`src/rtl/sorted_expiry_timer_queue_defines.svh`:
```
// ----------------------------------------------------------------------------
// sorted_expiry_timer_queue_defines
// assertion macros for the timer queue rtl
// ----------------------------------------------------------------------------
`ifndef SORTED_EXPIRY_TIMER_QUEUE_DEFINES_SVH
`define SORTED_EXPIRY_TIMER_QUEUE_DEFINES_SVH

// same-cycle implication, disabled in reset
`define SEXQ_CHECK(label, ante, cons) \
    label: assert property (@(posedge clk) disable iff (!rst_n) (ante) |-> (cons)) \
        else $error("sexq check failed");

// next-cycle implication, disabled in reset
`define SEXQ_CHECK_NEXT(label, ante, cons) \
    label: assert property (@(posedge clk) disable iff (!rst_n) (ante) |=> (cons)) \
        else $error("sexq next-cycle check failed");

`endif

```
`src/rtl/sexq_pkg.sv`:
```
// ----------------------------------------------------------------------------
// sexq_pkg
// types and constants for the sorted expiry timer queue
// ----------------------------------------------------------------------------
package sexq_pkg;

    localparam int ENTRIES_DEF = 64;
    localparam int ID_W        = 16;
    localparam int EXP_W       = 32;

    typedef enum logic [1:0] {
        ACT_ADD    = 2'd0,
        ACT_ADJUST = 2'd1,
        ACT_DELETE = 2'd2,
        ACT_TICK   = 2'd3
    } action_t;

    typedef enum logic [1:0] {
        STAT_OK       = 2'd0,
        STAT_FULL     = 2'd1,
        STAT_NOTFOUND = 2'd2,
        STAT_DUP      = 2'd3
    } status_t;

    typedef enum logic [1:0] {
        ST_IDLE,
        ST_EXEC,
        ST_REINSERT,
        ST_TICK
    } state_t;

    typedef enum logic [1:0] {
        CELL_HOLD,
        CELL_INSERT,
        CELL_REMOVE,
        CELL_POP
    } cell_cmd_t;

    typedef struct packed {
        cell_cmd_t          cmd;
        logic [ID_W-1:0]    key_id;
        logic [EXP_W-1:0]   key_expire;
    } cell_ctl_t;

    typedef struct packed {
        logic               valid;
        logic [ID_W-1:0]    id;
        logic [EXP_W-1:0]   expire;
    } cell_data_t;

endpackage

```
`src/rtl/sexq_cell.sv`:
```
// ----------------------------------------------------------------------------
// sexq_cell
// one timer slot of the sorted chain; shifts with its neighbors on command
// ----------------------------------------------------------------------------
module sexq_cell
    import sexq_pkg::*;
(
    input  logic        clk,
    input  logic        rst_n,
    input  cell_ctl_t   ctl,
    input  cell_data_t  prev_data,
    input  cell_data_t  next_data,
    input  logic        le_prev,
    input  logic        found_in,
    output cell_data_t  data,
    output logic        le,
    output logic        found_out
);

    logic             valid_reg, valid_next;
    logic [ID_W-1:0]  id_reg, id_next;
    logic [EXP_W-1:0] expire_reg, expire_next;
    logic             match;

    assign data      = '{valid: valid_reg, id: id_reg, expire: expire_reg};
    assign le        = valid_reg && (expire_reg <= ctl.key_expire);
    assign match     = valid_reg && (id_reg == ctl.key_id);
    assign found_out = found_in | match;

    always_comb
    begin
        valid_next  = valid_reg;
        id_next     = id_reg;
        expire_next = expire_reg;
        case (ctl.cmd)
            CELL_INSERT:
            begin
                if (!le)
                begin
                    if (le_prev)
                    begin
                        valid_next  = 1'b1;
                        id_next     = ctl.key_id;
                        expire_next = ctl.key_expire;
                    end
                    else
                    begin
                        valid_next  = prev_data.valid;
                        id_next     = prev_data.id;
                        expire_next = prev_data.expire;
                    end
                end
            end
            CELL_REMOVE:
            begin
                if (found_out)
                begin
                    valid_next  = next_data.valid;
                    id_next     = next_data.id;
                    expire_next = next_data.expire;
                end
            end
            CELL_POP:
            begin
                valid_next  = next_data.valid;
                id_next     = next_data.id;
                expire_next = next_data.expire;
            end
            default:
            begin
                valid_next = valid_reg;
            end
        endcase
    end

    always_ff @(posedge clk or negedge rst_n)
    begin
        if (!rst_n)
        begin
            valid_reg <= 1'b0;
        end
        else
        begin
            valid_reg <= valid_next;
        end
    end

    always_ff @(posedge clk)
    begin
        id_reg     <= id_next;
        expire_reg <= expire_next;
    end

endmodule

```
`config.mk`:
```
export PLATFORM = sky130hd
export DESIGN_NAME = sexq_cell
export DESIGN_NICKNAME = d
export VERILOG_FILES = /design/src/rtl/sorted_expiry_timer_queue_defines.svh /design/src/rtl/sexq_pkg.sv /design/src/rtl/sexq_cell.sv
export SDC_FILE = /design/constraint.sdc
export NUM_CORES = 1
export LEC_CHECK = 0
export BUFFER_PORTS_ARGS = -buffer_cell sky130_fd_sc_hd__buf_2
export CAP_MARGIN = 25
export CORE_MARGIN = 8
export CORE_UTILIZATION = 45
export DETAILED_ROUTE_END_ITERATION = 10
export GPL_ROUTABILITY_DRIVEN = 0
export HOLD_SLACK_MARGIN = 0.15
export PLACE_DENSITY = 0.88
export SLEW_MARGIN = 15
export SYNTH_ARGS = -nofsm -noshare
export SYNTH_HDL_FRONTEND = slang
export SYNTH_SLANG_ARGS = --single-unit
```
`constraint.sdc`:
```
create_clock -name clk -period 5.7 [get_ports clk]
set_input_delay 1.71 -clock clk [delete_from_list [all_inputs] [get_ports clk]]
set_output_delay 1.71 -clock clk [all_outputs]
set_load 0.02 [all_outputs]
```
==> flow_summary_export.csv <==
group,metric,value,unit
logic_synthesis,synth_cell_types,35,
timing,fin_setup_tns,0,ns
logic_synthesis,synthesis.nets,544,
logic_synthesis,avgSynthCellArea,9.80,um^2
cts,tritoncts,"built",
worst_setup_path,critPathCaptureType,"output port",
worst_setup_path,start_kind,"input pin",
timing,finalHoldViolCount,0,
cts,htree_num_levels,2,
timing,slew_headroom,43.2,%
place,post_dp_cell_area,0.00462,mm^2
worst_setup_path,worstPathCellList,"buf_2 -> inv_1 -> ha_1 -> a21oi_1 -> nand2_1 -> a211o_1 -> or4_1 -> a22oi_2 -> buf_2",
power,vdd_drop_max,0.134,mV
floorplanning,fp.dieW,105,um
worst_setup_path,arrival,3.59,ns
cells_and_area,finalInstanceArea,0.00473,mm^2
timing,worst_slew_pin_slew,0.852,ns
logic_synthesis,ys_warn_count,0,
floorplanning,die_h,105,um
min_path,hold_path.class,"reg2reg",
cells_and_area,final_cell_mix,"buf_2, nand2_1, o21ai_0",
cells_and_area,fillers,640,
global_routing,overflow,0,
floorplanning,coreArea,0.00765,mm^2
worst_setup_path,max_stage_delay,0.43,ns
cells_and_area,fin_nets,738,
place,hpwl,8950,um
power,power_density,234,mW/mm^2
logic_synthesis,synthCells,360,
logic_synthesis,ys_seq_area_share,41.6,%
cells_and_area,largest_register_ffs,32,
timing,fmax,0.189,GHz
cts,cts_buffers,5,
cts,postCtsHoldBufs,0,
worst_setup_path,slowest_stage,"or4_1",
timing,skew,0.00874,ns
global_routing,grt_usage,19.0,%
global_routing,grt_max_degree,99,
global_routing,antenna_found_initial,0,
cells_and_area,final_common_cell,"buf_2",
global_routing,grt_pass1_wl,17100,um
route,viasPerCell,5.03,
status,status,"finished clean",
logic_synthesis,syn_area,0.00353,mm^2
floorplanning,ioPinCount,203,
cts,clock_latency,0.30,ns
timing,report.final.setup_viol,0,
route,routed_wl,10800,um
timing,whs,0.825,ns
route,first_pass_iters,4,
cts,root_buffer,"clkbuf_8",
route,first_iter_violations,123,
worst_setup_path,cp.required,3.99,ns
worst_setup_path,cpMostUsedCell,"buf_2",
floorplanning,row_count,32,
power,power,0.00110,W
timing,finalCriticalPeriod,5.30,ns
place,io_buffers,202,
job,max_cap_viol_count,0,
worst_setup_path,critical_path_class,"in2out",
power,leakage,2.41,nW
global_routing,grt_pass1_vias,3641,
worst_setup_path,worstPathMaxFanout,3,
cts,clk_path_buf_depth,2,
logic_synthesis,synth_seq_cells,49,
timing,report.final.slew_viol_count,0,
cts,cts-resized-gates,0,
cts,clkSinkCount,49,
timing,fin_crit_sh,92.9,%
route,ant_nets,0,
cts,clk_pin_slew,0.09,ns
cells_and_area,antenna_cells,0,
cts,post_cts_buffers,0,
cells_and_area,drive_gt1_share,39.1,%
route,wl_per_cell,16.4,um
route,route.detailed.drc,0,
floorplanning,start_util,46.1,%
route,routed-via-count,3306,
timing,rsz0062_at_grt,"false",
cells_and_area,area_growth_syn_to_layout,34.0,%
floorplanning,die_area,0.0109,mm^2
==> layout make-up <==
| cell class | instances | area, um^2 | area share [%] |
|---|---|---|---|
| repair buffers | 205 | 1050 | 22.1 |
| clock buffers | 6 | 72.6 | 1.54 |
| well taps | 102 | 128 | 2.70 |
| inverters | 35 | 131 | 2.78 |
| multi-input cells | 258 | 1850 | 39.1 |
| flip-flops and latches | 49 | 1470 | 31.0 |
| clock inverters | 2 | 33.8 | 0.715 |
==> kinds of logic (layout without fill, tap and decap cells) <==
group,count (synthesis),count (layout),synth area share (%)
compound gates,79,79,12.3
xor+xnor,16,16,3.97
fa+ha+maj,32,32,11.3
buf+inv,53,248,6.42
flops,49,49,41.6
mux,49,49,13.9
simple gates,82,82,10.5
==> metal layers <==
metal / routed length, um / vias up / track usage, %
met2: 5650 / 130 / 35.5
met4: 210 / 0 / 5.27
met3: 867 / 16 / 7.25
met1: 4060 / 1487 / 19.2
li1: - / 1673 / -
met5: 0 / - / 0
==> where the power goes <==
group	total, W	internal (W)	switching [W]	leakage [nW]
Sequential	0.000487	0.000459	0.0000278	0.489
Combinational	0.000371	0.000154	0.000217	1.87
Clock	0.000247	0.000130	0.000117	0.0528
Total	0.00110	0.000742	0.000362	2.41
==> critical path: cells and delay by family <==
family	cells	cell delay, ns
fa+ha+maj	1	0.31
buf+inv	3	0.37
compound gates	3	0.68
simple gates	2	0.50
==> stage by stage <==
| stage | util, % | setup slack [ns] | instances |
|---|---|---|---|
| after global routing | 61.8 | 0.290 | 657 |
| final | 61.8 | 0.403 | 657 |
| after floorplan | - | 0.0267 | 360 |
| after detailed placement | 60.4 | 0.408 | 649 |
| after global placement | 60.4 | 0.434 | 649 |
| after CTS | 61.8 | 0.400 | 657 |
==> Yosys cell counts (all sizes together) <==
cell type / instances / area, um^2
nor2b: 1 / 6.26
o22ai: 1 / 6.26
and2: 1 / 6.26
buf: 7 / 43.8
a211oi: 2 / 15.0
a21o: 2 / 15.0
nand3: 6 / 30.0
a31o: 1 / 8.76
mux2i: 49 / 490
nor2: 4 / 15.0
clkbuf: 11 / 51.3
nand4: 8 / 56.3
or4: 1 / 7.51
a22oi: 1 / 12.5
xnor2: 16 / 140
and4: 1 / 10.0
nor3: 1 / 5.00
a21boi: 1 / 7.51
ha: 32 / 400
dfrtp: 1 / 25.0
o21ai: 54 / 270
a311oi: 1 / 8.76
a211o: 2 / 17.5
nand2: 57 / 214
edfxtp: 48 / 1440
nor4: 2 / 18.8
a21oi: 13 / 65.1
a221oi: 1 / 8.76
inv: 35 / 131
==> worst paths after layout <==
path | slack [ns] | from | cells past startpoint | to
max in group asynchronous | 4.45 | rst_n | 1 | valid_reg
worst max-delay path | 0.40 | ctl[14] | 9 | le
min in group asynchronous | 1.17 | rst_n | 1 | valid_reg
worst min register to register | 0.82 | valid_reg | 3 | valid_reg
worst min-delay path | 0.82 | valid_reg | 3 | valid_reg
worst max register to register | 2.76 | expire_reg[30] | 8 | id_reg[12]
No activity file was read; power rests on OpenSTA's default activity.
